### config.mk
export PLATFORM = sky130hd
export DESIGN_NAME = stun_attribute_finder_core
export DESIGN_NICKNAME = d
export VERILOG_FILES = /design/src/hdl/stunaf_pkg.sv /design/src/hdl/stun_attribute_finder_core.sv
export SDC_FILE = /design/constraint.sdc
export NUM_CORES = 1
export LEC_CHECK = 0
export BUFFER_PORTS_ARGS = -buffer_cell sky130_fd_sc_hd__clkbuf_2
export CAP_MARGIN = 20
export CORE_MARGIN = 2
export CORE_UTILIZATION = 54
export DETAILED_ROUTE_END_ITERATION = 8
export PLACE_DENSITY = 0.77
export SLEW_MARGIN = 10
export SYNTH_ARGS = -nofsm -noshare
export SYNTH_HDL_FRONTEND = slang
export SYNTH_SLANG_ARGS = --single-unit
### constraint.sdc
create_clock -name clk -period 16.4 [get_ports clk]
set_clock_uncertainty 0.2 [all_clocks]
set_input_delay 0.82 -clock clk [delete_from_list [all_inputs] [get_ports clk]]
set_output_delay 0.82 -clock clk [all_outputs]
set_load 0.005 [all_outputs]
### src/hdl/stunaf_pkg.sv
package stunaf_pkg;

  // Length of the fixed STUN message header that precedes the attributes.
  localparam int HEADER_BYTES = 20;

  localparam int NHA_W = 18;

  typedef enum logic [1:0] {
    PH_SKIP,
    PH_HDR,
    PH_PAY,
    PH_DONE
  } phase_t;

  typedef enum logic [1:0] {
    ST_NOT_FOUND,
    ST_FOUND,
    ST_TRUNCATED
  } status_t;

  localparam logic KIND_PAYLOAD = 1'b0;
  localparam logic KIND_STATUS  = 1'b1;

  typedef struct packed {
    logic        kind;
    logic [7:0]  payload_byte;
    logic        payload_end;
    status_t     status;
    logic [15:0] match_length;
  } result_t;

endpackage

### src/hdl/stun_attribute_finder_core.sv
// STUN attribute finder.
// The slave stream carries one message byte per transaction. tuser marks the
// first byte of a message; with it come the total message length and the wanted
// attribute type in tdata. The block skips the fixed header, walks the attribute
// headers and forwards the payload bytes of the first attribute of the wanted
// type on the master stream (tuser low, tlast on the last payload byte). On the
// final byte of each message it sends one status transaction (tuser high) with
// the search outcome and, when found, the payload length.
// Each accepted byte is registered in the input stage, processed there and its
// results are written to a four-entry output queue, from which the master side
// offers them; a stall of the input stage can hold a byte between the two.
// One byte is taken every cycle while the input stage does not stall; the
// final byte of a message may give two results, which the queue absorbs.
// The input stage stalls only while the queue has fewer than two free entries,
// so a stalled receiver holds the sender off once results fill the queue.
// Synchronous reset empties the queue and the input stage and closes any open
// message: bytes without a first-byte mark are then dropped until a new message.
module stun_attribute_finder_core (
  input  logic        clk,
  input  logic        rst,
  input  logic        s_axis_tvalid,
  output logic        s_axis_tready,
  input  logic [39:0] s_axis_tdata,  // msg_byte[7:0], message_bytes[23:8], wanted_type[39:24]
  input  logic        s_axis_tuser,  // first_byte
  output logic        m_axis_tvalid,
  input  logic        m_axis_tready,
  output logic [31:0] m_axis_tdata,  // payload_byte[7:0], search_status[9:8],
                                     // match_length[25:10], zero fill above
  output logic        m_axis_tuser,  // result_kind
  output logic        m_axis_tlast   // payload_end
);

  localparam int DEPTH = 4;
  localparam int PTR_W = $clog2(DEPTH);

  // Input stage.
  logic        in_valid;
  logic [39:0] in_data;
  logic        in_first;
  logic        process;

  // Parser state.
  logic [15:0]             byte_position, byte_position_next;
  logic [15:0]             total_length, total_length_next;
  logic [15:0]             target_type, target_type_next;
  logic [stunaf_pkg::NHA_W-1:0] next_header_at, next_header_at_next;
  logic [23:0]             header_shift, header_shift_next;
  logic [15:0]             payload_left, payload_left_next;
  stunaf_pkg::phase_t      parse_phase, parse_phase_next;
  stunaf_pkg::status_t     outcome, outcome_next;
  logic [15:0]             found_length, found_length_next;

  // Values after a possible message start.
  logic [7:0]              b;
  logic [15:0]             cur_bp, cur_tl, cur_tt, cur_pl, cur_fl;
  logic [stunaf_pkg::NHA_W-1:0] cur_nha;
  stunaf_pkg::phase_t      cur_ph, phase_mid;
  stunaf_pkg::status_t     cur_out;
  logic                    active;
  logic                    hdr_last;
  logic [15:0]             hdr_type, hdr_len;
  logic [18:0]             hdr_end, hdr_aligned;
  logic [stunaf_pkg::NHA_W-1:0] hdr_offset;
  logic [15:0]             pl_dec;
  logic                    final_byte;

  // Results of the current byte.
  stunaf_pkg::result_t res0, res1;
  logic [1:0]          n_res;

  // Output queue.
  stunaf_pkg::result_t fifo_mem [DEPTH];
  logic [PTR_W-1:0]    wr_ptr, rd_ptr;
  logic [PTR_W:0]      count;
  logic                rd_fire;
  stunaf_pkg::result_t head;

  assign process       = in_valid && (count <= (PTR_W+1)'(DEPTH - 2));
  assign s_axis_tready = !in_valid || process;

  always_ff @(posedge clk) begin
    if (rst) begin
      in_valid <= 1'b0;
    end else if (s_axis_tready) begin
      in_valid <= s_axis_tvalid;
    end
  end

  always_ff @(posedge clk) begin
    if (s_axis_tvalid && s_axis_tready) begin
      in_data  <= s_axis_tdata;
      in_first <= s_axis_tuser;
    end
  end

  // Start of a message and the phase change at a header boundary.
  always_comb begin
    b = in_data[7:0];
    if (in_first) begin
      cur_bp  = '0;
      cur_tl  = (in_data[23:8] == '0) ? 16'd1 : in_data[23:8];
      cur_tt  = in_data[39:24];
      cur_nha = stunaf_pkg::NHA_W'(stunaf_pkg::HEADER_BYTES);
      cur_pl  = '0;
      cur_ph  = stunaf_pkg::PH_SKIP;
      cur_out = stunaf_pkg::ST_NOT_FOUND;
      cur_fl  = '0;
    end else begin
      cur_bp  = byte_position;
      cur_tl  = total_length;
      cur_tt  = target_type;
      cur_nha = next_header_at;
      cur_pl  = payload_left;
      cur_ph  = parse_phase;
      cur_out = outcome;
      cur_fl  = found_length;
    end

    active = cur_bp < cur_tl;

    phase_mid = cur_ph;
    if (cur_ph == stunaf_pkg::PH_SKIP && {2'b00, cur_bp} == cur_nha) begin
      if ({1'b0, cur_nha} + 19'd4 < {3'b000, cur_tl}) begin
        phase_mid = stunaf_pkg::PH_HDR;
      end else begin
        phase_mid = stunaf_pkg::PH_DONE;
      end
    end

    hdr_offset  = {2'b00, cur_bp} - cur_nha;
    hdr_last    = (phase_mid == stunaf_pkg::PH_HDR) && (hdr_offset == 18'd3);
    hdr_type    = header_shift[23:8];
    hdr_len     = {header_shift[7:0], b};
    hdr_end     = {1'b0, cur_nha} + 19'd4 + {3'b000, hdr_len};
    hdr_aligned = hdr_end + 19'd3;
    pl_dec      = cur_pl - 16'd1;
    final_byte  = ({1'b0, cur_bp} + 17'd1) == {1'b0, cur_tl};
  end

  // Next state.
  always_comb begin
    byte_position_next  = cur_bp;
    total_length_next   = cur_tl;
    target_type_next    = cur_tt;
    next_header_at_next = cur_nha;
    header_shift_next   = header_shift;
    payload_left_next   = cur_pl;
    parse_phase_next    = cur_ph;
    outcome_next        = cur_out;
    found_length_next   = cur_fl;
    if (active) begin
      byte_position_next = cur_bp + 16'd1;
      parse_phase_next   = phase_mid;
      case (phase_mid)
        stunaf_pkg::PH_HDR: begin
          header_shift_next = {header_shift[15:0], b};
          if (hdr_last) begin
            if (hdr_end > {3'b000, cur_tl}) begin
              outcome_next     = stunaf_pkg::ST_TRUNCATED;
              parse_phase_next = stunaf_pkg::PH_DONE;
            end else if (hdr_type == cur_tt) begin
              outcome_next      = stunaf_pkg::ST_FOUND;
              found_length_next = hdr_len;
              payload_left_next = hdr_len;
              parse_phase_next  = (hdr_len == '0) ? stunaf_pkg::PH_DONE
                                                  : stunaf_pkg::PH_PAY;
            end else begin
              next_header_at_next = {hdr_aligned[stunaf_pkg::NHA_W-1:2], 2'b00};
              parse_phase_next    = stunaf_pkg::PH_SKIP;
            end
          end
        end
        stunaf_pkg::PH_PAY: begin
          payload_left_next = pl_dec;
          if (pl_dec == '0) begin
            parse_phase_next = stunaf_pkg::PH_DONE;
          end
        end
        default: begin
        end
      endcase
    end
  end

  // Results of this byte: a payload byte first, then the status on the final byte.
  always_comb begin
    stunaf_pkg::result_t pay_res;
    stunaf_pkg::result_t st_res;
    pay_res.kind         = stunaf_pkg::KIND_PAYLOAD;
    pay_res.payload_byte = b;
    pay_res.payload_end  = (pl_dec == '0);
    pay_res.status       = stunaf_pkg::ST_NOT_FOUND;
    pay_res.match_length = '0;
    st_res.kind          = stunaf_pkg::KIND_STATUS;
    st_res.payload_byte  = '0;
    st_res.payload_end   = 1'b0;
    st_res.status        = outcome_next;
    st_res.match_length  = (outcome_next == stunaf_pkg::ST_FOUND) ? found_length_next : '0;

    res0  = st_res;
    res1  = st_res;
    n_res = 2'd0;
    if (active) begin
      if (phase_mid == stunaf_pkg::PH_PAY) begin
        res0  = pay_res;
        n_res = final_byte ? 2'd2 : 2'd1;
      end else begin
        n_res = final_byte ? 2'd1 : 2'd0;
      end
    end
  end

  always_ff @(posedge clk) begin
    if (rst) begin
      byte_position  <= '0;
      total_length   <= '0;
      target_type    <= '0;
      next_header_at <= stunaf_pkg::NHA_W'(stunaf_pkg::HEADER_BYTES);
      header_shift   <= '0;
      payload_left   <= '0;
      parse_phase    <= stunaf_pkg::PH_SKIP;
      outcome        <= stunaf_pkg::ST_NOT_FOUND;
      found_length   <= '0;
    end else if (process) begin
      byte_position  <= byte_position_next;
      total_length   <= total_length_next;
      target_type    <= target_type_next;
      next_header_at <= next_header_at_next;
      header_shift   <= header_shift_next;
      payload_left   <= payload_left_next;
      parse_phase    <= parse_phase_next;
      outcome        <= outcome_next;
      found_length   <= found_length_next;
    end
  end

  // Output queue: up to two writes and one read per cycle.
  assign rd_fire = m_axis_tvalid && m_axis_tready;

  always_ff @(posedge clk) begin
    if (process && n_res != 2'd0) begin
      fifo_mem[wr_ptr] <= res0;
      if (n_res == 2'd2) begin
        fifo_mem[wr_ptr + PTR_W'(1)] <= res1;
      end
    end
  end

  always_ff @(posedge clk) begin
    if (rst) begin
      wr_ptr <= '0;
      rd_ptr <= '0;
      count  <= '0;
    end else begin
      if (process) begin
        wr_ptr <= wr_ptr + PTR_W'(process ? n_res : 2'd0);
      end
      if (rd_fire) begin
        rd_ptr <= rd_ptr + PTR_W'(1);
      end
      count <= count + (PTR_W+1)'(process ? n_res : 2'd0) - (PTR_W+1)'(rd_fire);
    end
  end

  assign head          = fifo_mem[rd_ptr];
  assign m_axis_tvalid = (count != '0);
  assign m_axis_tdata  = {6'b000000, head.match_length, head.status, head.payload_byte};
  assign m_axis_tuser  = head.kind;
  assign m_axis_tlast  = head.payload_end;

endmodule
Word level (Yosys, flattened, before mapping) --
Memory sizes are Yosys's and may differ from the RTL's. A register that Yosys moved wholly into a read port is not among the register bits. Index checks and enable logic that the tools add are counted. Widths: inputs -> output; s select.
Word-level totals: flip-flop bits (word level) 175, RAM bits 112, input port bits 45, output and inout bits 36, logic and storage cells 110, memories kept 1
Cells by class: $add $sub $neg 12, order comparisons 4, equal/unequal tests 8, muxes and demuxes 55, reductions and logical operators 15
Memory list:
- fifo_mem | depth 4, bits a word 28, rd ports 1, clocked after memory_dff 1, write ports 2, line stun_attribute_finder_core.sv:72 | stunaf_pkg::result_t fifo_mem [DEPTH];
Operators with widths (number):
- $mux 16 | 17
- $mux 18 | 6
- $mux 28 | 2
- $logic_not 16->1 | 3
- $mux 2 | 21
- $pmux 16 s2 | 1
- $add 18x3->19 const B | 1
- $add 19x16->19 | 1
- $gt 19x16->1 | 1
- $lt 19x16->1 | 1
- $add 18x2->18 const B | 1
- $eq 16x18->1 | 1
- $eq 18x2->1 const B | 1
- $sub 16x18->18 | 1
- $add 16x1->17 const B | 1
- $eq 17x16->1 | 1
- $add 16x1->16 const B | 1
- $eq 16x16->1 | 1
- $lt 16x16->1 | 1
- $sub 16x1->16 const B | 1
- $mux 1 | 7
- $logic_and 1x1->1 | 6
- $add 2x1->2 const B | 2
- $eq 2x1->1 const B | 2
- 12 further kinds | 13

Depth between registers and ports, before layout --
Gate-level depths: netlist of run 1.
word-level depth 15, depth in mapped cells 35, gate-level depth less buffers 25

Worst setup path before layout of run 1 --
No wires, ideal clock.
path kind reg2reg, start point register in_first, end point memory fifo_mem[0][10] (netlist name) (data pin), setup time 265 ps, arrival time 7576 ps, data required time 15935 ps, slack 8359 ps, cell stages (with the launch flop) 31, clock period less this slack 8041 ps, cells stage by stage edfxtp_1 buf_2 buf_1 clkbuf_1 clkbuf_1 buf_2 buf_1 clkbuf_1 clkbuf_1 nor2b_1 ha_1 and3_1 nand2_1 xor2_1 ha_1 and3_1 a221oi_1 o21ai_0 a211oi_1 nor2_1 ha_1 nand4_1 nor4_1 a41oi_1 a21boi_0 a311o_1 a311oi_1 nand4_2 clkbuf_1 mux2i_1 nor2_1
RTL lines:
- from (decl) | line stun_attribute_finder_core.sv:39 | logic in_first;
- from (signal assigned) | line stun_attribute_finder_core.sv:92 | in_first <= s_axis_tuser;
- to (decl) | line stun_attribute_finder_core.sv:72

Worst setup path in the final report of run 1 --
start point register in_first, end point register found_length[15]
On the way: longest elaborated chain between the ends 10
RTL lines:
- branches (longest 9 deep; another with $add 18x3->19)
- $mux 16 * | line stun_attribute_finder_core.sv:151 | if (active) begin
- to (signal assigned) | line stun_attribute_finder_core.sv:233 | found_length <= found_length_next;
- to (decl) | line stun_attribute_finder_core.sv:51 | logic [15:0] found_length, found_length_next;
Every way passes the cells marked *. A chain may end at the register's enable or synchronous reset.

==> impl_results.md, run 1 <==
- Hold buffer count at CTS: 0
- Top Metal Used: met4
- Ys Warns: 0
- Critical path class: reg -> reg
- Sequential Power Share: 44.4%
- Vias in the first global route: 13,900
- Number of synthesized flops with an enable pin: 113
- Layout cell share with drive strength beyond 1: 11.2%
- Launch point of the worst reg-to-reg path: in_first
- Synth top area share: 20.5%
- Layout Cells excl Fill: 2,305
- Antenna cells: 0
- Reg2reg end: found_length[15]
- Max clock buf depth: 3
- Port bufs: 74
- Post-synthesis sequential area ratio: 40.2%
- DR vias/cell: 6.24
- Via count: 14,400
- Final period util: 53.2%
- Worst Hold Endpoint: in_data[20]
- Total Negative Setup Slacks: 0 ns
- Slew HR: 29.0%
- Postcts setup bufs: 0
- Int Pwr: 0.00128 W
- Overall power: 0.00178 W
- Worst hold path type: in -> reg
- Die width: 182 um
- Status: complete, no violations
- GP Congestion: 1.01
- Final Hold Vio Count: 0
- M1 WL: 19,200 um
- Max-capacitance violation count: 0
- Worst VDD drop: 0.000103 V
- Met2 WL: 21,000 um
- Die H: 182 um
- Grt ovf: 0
- Rows: 65
- RSZ-0062 raised after global routing: no
- I/O pin total: 81
- Fraction of registers with async set/reset: 0%
- Hold path cells: 1
- Mean area per synthesized cell: 9.25 sq um
- Final setup vio count: 0
- CP Max Fanout: 62
- Synth cell types: 83
- Sw Share: 28.3%
- CP Data Required Time: 16.72 ns
- Leading cell type in the layout, fill and taps excluded: nor2_1
- WL/cell: 19.6 um
- CTS resizes: 0
- Worst-Margin Slew: 1.07 ns
- Root Buffer Master: clkbuf_16
- Cts bufs inserted: 31
- Comb power frac: 16.7%
- Clock sink count: 289
- Hold_sp: s_axis_tdata[20]
- Synth Register Bits: 289
- F_max: 115 MHz
- CTS tree: built
- Initial DRC count: 1,243
- Initial antenna violation count: 0
- Final Max Slew Viols: 0
- Drt total wl: 45,200 um
- Reg clk slew, reported paths: 0.06 ns
- Largest net degree at the start of global routing: 71
- Switch Pwr: 0.000506 W
- Drt drc: 0
- H-tree depth: 1
- Arr. time, crit path: 9.05 ns
- Antenna violation net count after detailed routing: 0
- Drt pass-1 iters: 5
- Synth top area cells: dfxtp_1, edfxtp_1, ha_1, nor2_1, mux2i_1
- Area delta synth->final: 9.48%
- Placed cell count: 2,246
- Initial Utilization: 54.6%
- Hold WS: 0.211 ns
- Crit end category: flip-flop
- Commonest non-fill, non-tap cells in the layout: nor2_1, nand2_1, dfxtp_1, a21oi_1, edfxtp_1
- Leak: 7.22 nW
- Clock power frac: 38.8%
- DIE AREA: 33,300 sq um
- Post-Synthesis Cells: 1,858
- Ys flop type: dfxtp_1
- Core Region: 31,500 sq um
- Total GRT Usage: 26.8%
- Type of origin of the critical path: flip-flop
- Synthesized area: 17,200 sq um
- Worst Reg2Reg Path Length in Cells: 24
- Clk Latency, worst-skew pair: 0.59 ns
- Reg2reg setup slack: 7.67 ns
- Met3 WL: 2930 um
- Detailed placer's ending HPWL: 31,300 um
- Tmin final: 8.73 ns
- Yosys top cell by area: dfxtp_1
- Pwr Density: 94.8 nW/um^2
- Nets@finish: 2,017
- First-pass GRT wire length: 72,300 um
## worst max path at each step
stage,from,endpoint,slack [ns],cells after the start
after detailed placement,in_first,found_length[8],7.84,24
after floorplan,in_first,fifo_mem[0][10],8.36,30
after CTS,in_first,found_length[8],7.80,24
after global routing,in_first,found_length[12],6.95,24
final,in_first,found_length[15],7.67,24
after global placement,in_first,found_length[7],8.00,24
## registers in the layout, summed over array words and instances (netlist names), named ones only
signal	flops
byte_position	16
count	3
fifo_mem	112
found_length	16
header_shift	24
in_data	40
in_first	1
in_valid	1
next_header_at	18
outcome	2
parse_phase	2
payload_left	16
rd_ptr	2
target_type	16
total_length	16
wr_ptr	2
## power by group through the flow
stage	clock (W)	sequential [W]	combinational [W]
floorplan	0	0.000795	0.000210
global placement	0	0.000822	0.000270
detailed placement	0	0.000824	0.000277
CTS	0.000701	0.000808	0.000278
global route	0.000733	0.000795	0.000327
finish	0.000693	0.000793	0.000299
## cells by family after synthesis
logic type | count (synthesis) | share of synthesized area [%]
and+or+nand+nor | 739 | 20.7
AOI/OAI and AO/OA | 355 | 13.7
DFF | 289 | 40.2
buffers and inverters | 154 | 3.65
muxes | 120 | 9.18
xor gates and xnor gates | 104 | 5.34
adders and majority gates | 96 | 7.09
other | 1 | 0.0218
## layout make-up
type | instances | area (sq um)
Fill cell | 2686 | 12700
Multi-Input combinational cell | 1420 | 9680
Sequential cell | 289 | 6920
Clock buffer | 35 | 821
Timing Repair Buffer | 99 | 573
Tap cell | 402 | 503
Clock inverter | 23 | 185
Inverter | 37 | 139
## stage by stage
step / cell area [sq um] / setup slack, ns / util, %
global placement: 17800 / 8.00 / 56.5
floorplan: 17200 / 8.36 / -
detailed placement: 17800 / 7.84 / 56.5
CTS: 18800 / 7.80 / 59.7
finish: 18800 / 7.67 / 59.8
global route: 18800 / 6.95 / 59.8
## synth_stat cells (5+ instances only)
| cell type | instances |
|---|---|
| o21a_1 | 8 |
| mux2i_1 | 80 |
| nor3b_1 | 6 |
| nand4_1 | 18 |
| a22oi_1 | 35 |
| xor2_1 | 35 |
| a21oi_1 | 122 |
| o22ai_1 | 9 |
| buf_4 | 7 |
| buf_2 | 7 |
| or4_1 | 9 |
| inv_1 | 37 |
| buf_1 | 14 |
| mux4_2 | 28 |
| dfxtp_1 | 176 |
| nand2b_1 | 14 |
| nor2b_1 | 75 |
| o211ai_1 | 9 |
| nand2_1 | 191 |
| edfxtp_1 | 113 |
| o21ai_0 | 56 |
| a311oi_1 | 8 |
| nor2_1 | 216 |
| o31ai_1 | 6 |
| and4_1 | 6 |
| xnor2_1 | 68 |
| and2_1 | 15 |
| nor3_1 | 33 |
| a21o_1 | 14 |
| ha_1 | 91 |
| o2111ai_1 | 5 |
| or3_1 | 6 |
| and3_1 | 20 |
| clkbuf_1 | 87 |
| a22o_1 | 21 |
| nand3b_1 | 12 |
| a21boi_0 | 7 |
| a211oi_1 | 6 |
| mux2_2 | 9 |
| a31oi_1 | 8 |
| nor4_1 | 28 |
| nand3_1 | 71 |
## layer usage
layer,vias to the layer above,GRT usage [%]
met5,-,0
met4,0,12.5
met3,152,4.09
met2,587,44.7
met1,6894,34.4
li1,6756,-
## worst max-delay path, cell delays in order (launching register included)
cell and delay, ns:
edfxtp_1 0.32, buf_4 0.63, inv_1 0.60, buf_4 0.39, a41oi_1 0.73, a22oi_1 0.41, ha_1 0.42, a21o_1 0.16
a21o_1 0.17, a21o_1 0.20, a21oi_1 0.15, nor2b_1 0.06, o31ai_1 0.39, a21oi_1 0.26, inv_1 0.10, ha_1 0.22
nor4bb_1 0.30, o2111ai_1 0.14, a21oi_1 0.13, nand4_1 0.16, nor3b_1 0.37, and2_1 0.27, nand4_2 0.57, nor2_1 1.03
a22o_1 0.24
(Power assumes the default switching activity.)
==> run 2, diff against run 1 <==
PLACE_DENSITY = 0.8   (was 0.77)
clock period = 7.44 ns   (was 16.4 ns; I/O delays follow)
==> impl_results.md, run 2 (synthesis gave the netlist of run 1 again) <==
- Status: complete, no violations (unchanged)
- Root Buffer Master: clkbuf_16 (unchanged)
- Clk Latency, worst-skew pair: 0.58 ns (was 0.59 ns)
- DR vias/cell: 6.18 (was 6.24)
- Detailed placer's ending HPWL: 32,200 um (was 31,300 um)
- Tmin final: 6.86 ns (was 8.73 ns)
- WL/cell: 19.6 um (about the same)
- F_max: 146 MHz (was 115 MHz)
- DIE AREA: 33,300 sq um (unchanged)
- CP Data Required Time: 7.69 ns (was 16.72 ns)
- Reg clk slew, reported paths: 0.06 ns (about the same)
- Final setup margin: 0.576 ns (was 7.67 ns)
- First-pass GRT wire length: 73,500 um (was 72,300 um)
- Core Region: 31,500 sq um (unchanged)
- Die width: 182 um (unchanged)
- Critical Path Max Stage Delay: 0.60 ns (was 1.03 ns)
- Final setup vio count: 0 (unchanged)
- CP Cell Sequence: nor2_2 -> inv_1 -> ha_1 -> and3_1 -> nand2_1 -> xor2_1 -> ha_1 -> and3_1 -> a221oi_1 -> o21ai_0 -> a211oi_1 -> nor2_1 -> ha_1 -> nand4_1 -> nor4_1 -> a41oi_1 -> a21boi_0 -> a311o_1 -> a311o_1 -> or4_4 -> mux2_2 -> a311oi_1 (was buf_4 -> inv_1 -> buf_4 -> a41oi_1 -> a22oi_1 -> ha_1 -> a21o_1 -> a21o_1 -> a21o_1 -> a21oi_1 -> nor2b_1 -> o31ai_1 -> a21oi_1 -> inv_1 -> ha_1 -> nor4bb_1 -> o2111ai_1 -> a21oi_1 -> nand4_1 -> nor3b_1 -> and2_1 -> nand4_2 -> nor2_1 -> a22o_1)
- Worst VDD drop: 0.000205 V (was 0.000103 V)
- Via count: 14,600 (was 14,400)
- Commonest non-fill, non-tap cells in the layout: nor2_1, nand2_1, dfxtp_1, a21oi_1, edfxtp_1 (unchanged)
- Top Registers: fifo_mem x112, in_data x40, header_shift x24 (unchanged)
- Largest register FFs: 112 (unchanged)
- H-tree depth: 1 (unchanged)
- Crit end category: flip-flop (unchanged)
- Total Negative Setup Slacks: 0 ns (unchanged)
- Final Hold Vio Count: 0 (unchanged)
- Final period util: 92.3% (was 53.2%)
- Grt ovf: 0 (unchanged)
- Reg with most FFs: fifo_mem (unchanged)
- Drt drc: 0 (unchanged)
- Vias in the first global route: 14,100 (was 13,900)
- Cts bufs inserted: 30 (was 31)
- Total GRT Usage: 27.4% (was 26.8%)
- Max-capacitance violation count: 0 (unchanged)
- Port bufs: 74 (unchanged)
- Antenna violation net count after detailed routing: 0 (unchanged)
- GP Congestion: 0.961 (was 1.01)
- Layout cell share with drive strength beyond 1: 11.9% (was 11.2%)
- Pwr Density: 202 nW/um^2 (was 94.8 nW/um^2)
- Drt total wl: 46,300 um (was 45,200 um)
- Critical path class: reg -> reg (unchanged)
- Final Max Slew Viols: 0 (unchanged)
- Leading cell type in the layout, fill and taps excluded: nor2_1 (unchanged)
- Nets@finish: 2,080 (was 2,017)
- Arr. time, crit path: 7.12 ns (was 9.05 ns)
- Crit-path slowest cell: or4_4 (was nor2_1)
- CP bufs+invs: 1 (was 4)
- Hold WS: 0.162 ns (was 0.211 ns)
- CTS tree: built (unchanged)
- Worst hold path type: in -> reg (unchanged)
- Crit path max-delay family: simple AND/OR/NAND/NOR gates (was compound AO/OA/AOI/OAI gates)
- Antenna cells: 0 (unchanged)
- CP Max Fanout: 16 (was 62)
- RSZ-0062 raised after global routing: no (unchanged)
- Type of origin of the critical path: flip-flop (unchanged)
- Area delta synth->final: 12.7% (was 9.48%)
- Dpl ws: 0.381 ns (was 7.84 ns)
- Initial DRC count: 1,540 (was 1,243)
- Clock sink count: 289 (unchanged)
- Worst-Margin Slew: 1.02 ns (was 1.07 ns)
- Leak: 7.47 nW (was 7.22 nW)
- Drt pass-1 iters: 5 (unchanged)
- Crit-path most repeated cell: ha_1
- I/O pin total: 81 (unchanged)
- Initial antenna violation count: 2 (was 0)
- Largest net degree at the start of global routing: 78 (was 71)
- Max clock buf depth: 3 (unchanged)
- Rows: 65 (unchanged)
- Die H: 182 um (unchanged)
- Initial Utilization: 54.6% (unchanged)
- Slew HR: 31.7% (was 29.0%)
==> run 2: worst min-delay path: cells and delay by family <==
kind / cells / cell delay, ns
and+or+nand+nor: 2 / 0.32
xor gates and xnor gates: 1 / 0.12
buffers and inverters: 1 / 0.07
==> run 2: where the power goes <==
part           total (W)  leakage, nW  internal (W)  switching, W
Clock            0.00147        0.466      0.000824      0.000646
Sequential       0.00176         2.40       0.00169     0.0000669
Combinational   0.000684         4.60      0.000310      0.000373
Total            0.00391         7.47       0.00283       0.00109
==> run 2: cell type report <==
class                           count  area, sq um
Clock inverter                     23          199
Fill cell                        2650        12100
Inverter                           37          139
Clock buffer                       33          772
Timing Repair Buffer              163         1160
Multi-Input combinational cell   1420         9680
Sequential cell                   289         6920
Tap cell                          402          503
==> run 2: final timing paths <==
kind,startpoint,to,slack [ns],cells after the start
max reg2reg,in_first,payload_left[8],0.58,22
min,m_axis_tready,rd_ptr[0],0.16,4
max,in_first,payload_left[8],0.58,22
min reg2reg,fifo_mem[0][27],fifo_mem[0][27],0.24,2
==> run 2: routing by layer <==
layer / wire length, um / global-route usage, % / up-vias
li1: - / - / 6876
met1: 19300 / 35.3 / 6999
met2: 22000 / 46.9 / 620
met3: 3220 / 3.85 / 137
met4: 1810 / 10.3 / 2
met5: 9 / 0 / -
==> run 2: repair_timing <==
action	4_1_cts	5_1_grt
gates resized for setup	0	1
setup endpoints to repair	0	9
hold buffers	42	0
endpoints found under the hold margin	42	0
setup buffers	0	0
==> run 2: through the flow <==
step / std cells / area, sq um / util, % / power (W)
3_5_place_dp: 2268 / 18000 / 57.0 / 0.00243
5_1_grt: 2367 / 19400 / 61.5 / 0.00407
2_1_floorplan: 1863 / 17200 / - / 0.00222
6_report: 2367 / 19400 / 61.5 / 0.00391
3_3_place_gp: 2268 / 18000 / 57.0 / 0.00242
4_1_cts: 2366 / 19300 / 61.5 / 0.00391
==> run 3, diff against run 2 <==
CORE_UTILIZATION = 30   (was 54)
PLACE_DENSITY = 0.52   (was 0.8)
==> impl_results.md, run 3 (synthesis gave the netlist of run 1 again) <==
- H-tree depth: 2 (was 1)
- Antenna cells: 0 (unchanged)
- Critical path class: reg -> reg (unchanged)
- Status: complete, no violations (unchanged)
- DIE AREA: 59,200 sq um (was 33,300 sq um)
- Type of origin of the critical path: flip-flop (unchanged)
- Largest register FFs: 112 (unchanged)
- Final setup margin: 0.561 ns (was 0.576 ns)
- Initial Utilization: 30.4% (was 54.6%)
- Final Hold Vio Count: 0 (unchanged)
- F_max: 145 MHz (was 146 MHz)
- I/O pin total: 81 (unchanged)
- Nets@finish: 2,102 (was 2,080)
- Slew HR: 37.1% (was 31.7%)
- Design Area, Final: 20,200 sq um (was 19,400 sq um)
- Worst hold path type: in -> reg (unchanged)
- Cts bufs inserted: 35 (was 30)
- Final setup vio count: 0 (unchanged)
- Leading cell type in the layout, fill and taps excluded: nor2_1 (unchanged)
- Top Registers: fifo_mem x112, in_data x40, header_shift x24 (unchanged)
- Reg with most FFs: fifo_mem (unchanged)
- Pwr Density: 209 nW/um^2 (was 202 nW/um^2)
- Core Region: 56,500 sq um (was 31,500 sq um)
- Clock sink count: 289 (unchanged)
- RSZ-0062 raised after global routing: no (unchanged)
- Area delta synth->final: 17.3% (was 12.7%)
- Port bufs: 74 (unchanged)
- CTS tree: built (unchanged)
- Leak: 7.62 nW (was 7.47 nW)
- Drt total wl: 52,200 um (was 46,300 um)
- Die width: 243 um (was 182 um)
- Total Negative Setup Slacks: 0 ns (unchanged)
- Max clock buf depth: 3 (unchanged)
- Total GRT Usage: 17.4% (was 27.4%)
- Dpl ws: 0.336 ns (was 0.381 ns)
- Antenna violation net count after detailed routing: 0 (unchanged)
- Hold WS: 0.133 ns (was 0.162 ns)
- GP Congestion: 0.924 (was 0.961)
- Worst-Margin Slew: 0.937 ns (was 1.02 ns)
- Tmin final: 6.88 ns (was 6.86 ns)
- Crit path max-delay family: compound AO/OA/AOI/OAI gates (was simple AND/OR/NAND/NOR gates)
- Layout cell share with drive strength beyond 1: 13.4% (was 11.9%)
- Filler cells: 5,737 (was 2,650)
- Vias in the first global route: 13,900 (was 14,100)
- Grt ovf: 0 (unchanged)
- Die H: 243 um (was 182 um)
- Rows: 87 (was 65)
- Drt pass-1 iters: 5 (unchanged)
- Critical Path Max Stage Delay: 0.58 ns (was 0.60 ns)
- Detailed placer's ending HPWL: 36,700 um (was 32,200 um)
- Post-Place Cell Area: 18,500 sq um (was 18,000 sq um)
- CP Data Required Time: 7.67 ns (was 7.69 ns)
- WL/cell: 19.0 um (was 19.6 um)
- CP Cell Sequence: buf_4 -> nor2b_1 -> and3_1 -> xnor2_1 -> ha_1 -> and3_1 -> a221oi_1 -> o21ai_0 -> a211oi_1 -> nor2_1 -> ha_1 -> nand4_1 -> nor4_1 -> a41oi_1 -> a21boi_0 -> a311o_1 -> a311o_1 -> or4_4 -> mux2_2 -> a311oi_1 (was nor2_2 -> inv_1 -> ha_1 -> and3_1 -> nand2_1 -> xor2_1 -> ha_1 -> and3_1 -> a221oi_1 -> o21ai_0 -> a211oi_1 -> nor2_1 -> ha_1 -> nand4_1 -> nor4_1 -> a41oi_1 -> a21boi_0 -> a311o_1 -> a311o_1 -> or4_4 -> mux2_2 -> a311oi_1)
- CP bufs+invs: 1 (unchanged)
- Multi-input gate area: 9720 sq um (was 9680 sq um)
- First-pass GRT wire length: 81,700 um (was 73,500 um)
- Max-capacitance violation count: 0 (unchanged)
- Reg clk slew, reported paths: 0.07 ns (was 0.06 ns)
- Crit end category: flip-flop (unchanged)
- Largest net degree at the start of global routing: 77 (was 78)
- Root Buffer Master: clkbuf_16 (unchanged)
- CP Max Fanout: 30 (was 16)
- Arr. time, crit path: 7.11 ns (was 7.12 ns)
- Commonest non-fill, non-tap cells in the layout: nor2_1, nand2_1, dfxtp_1, a21oi_1, edfxtp_1 (unchanged)
- Worst VDD drop: 0.000145 V (was 0.000205 V)
- Final period util: 92.5% (was 92.3%)
- Initial antenna violation count: 0 (was 2)
- Via count: 14,300 (was 14,600)
- Drt drc: 0 (unchanged)
- Initial DRC count: 975 (was 1,540)
- Clk Latency, worst-skew pair: 0.56 ns (was 0.58 ns)
- Crit-path slowest cell: or4_4 (unchanged)
- DR vias/cell: 5.21 (was 6.18)
- Reg area: 6920 sq um (about the same)
- Final Max Slew Viols: 0 (unchanged)
==> run 3: cell type report <==
class	count	area share (%)
Tap cell	756	4.69
Timing Repair Buffer	180	6.36
Clock buffer	45	4.64
Clock inverter	19	1.05
Inverter	37	0.689
Sequential cell	289	34.3
Multi-Input combinational cell	1420	48.2
==> run 3: through the flow <==
step | utilization [%] | cells | power, W
floorplan | - | 1863 | 0.00222
global placement | 32.8 | 2637 | 0.00247
detailed placement | 32.8 | 2637 | 0.00248
CTS | 35.6 | 2743 | 0.00425
global route | 35.7 | 2746 | 0.00439
finish | 35.7 | 2746 | 0.00420
==> run 3: worst paths after layout <==
check | from | cells past startpoint | end | slack, ns
hold / removal | m_axis_tready | 4 | flip-flop | 0.13
hold reg to reg | fifo_mem[0][27] | 2 | fifo_mem[0][27] | 0.25
setup reg to reg | in_first | 20 | payload_left[1] | 0.56
setup / recovery | in_first | 20 | payload_left[1] | 0.56
==> run 3: routing by layer <==
| layer | wire, um | GRT usage (%) | vias to the layer above |
|---|---|---|---|
| met2 | 24000 | 28.4 | 361 |
| met4 | 1220 | 4.67 | 0 |
| met1 | 24200 | 23.6 | 6957 |
| met3 | 2850 | 3.16 | 76 |
| li1 | - | - | 6926 |
| met5 | 0 | 0 | - |
==> run 3: power breakdown <==
part           internal, W  total, W  switching (W)
Combinational     0.000309  0.000716       0.000406
Sequential         0.00169   0.00175      0.0000506
Clock              0.00103   0.00174       0.000709
Total              0.00304   0.00420        0.00117
==> run 3: what timing repair did <==
action                                  4_1_cts  5_1_grt
gates resized for setup                       0        9
setup buffers                                 0        2
endpoints found under the setup margin        0       88
hold endpoints to repair                     42        0
hold buffers                                 42        0
==> run 3: worst min-delay path: stages <==
cell and delay [ns]:
clkbuf_2 0.07, and2_1 0.22, xnor2_1 0.11, nor2_1 0.08
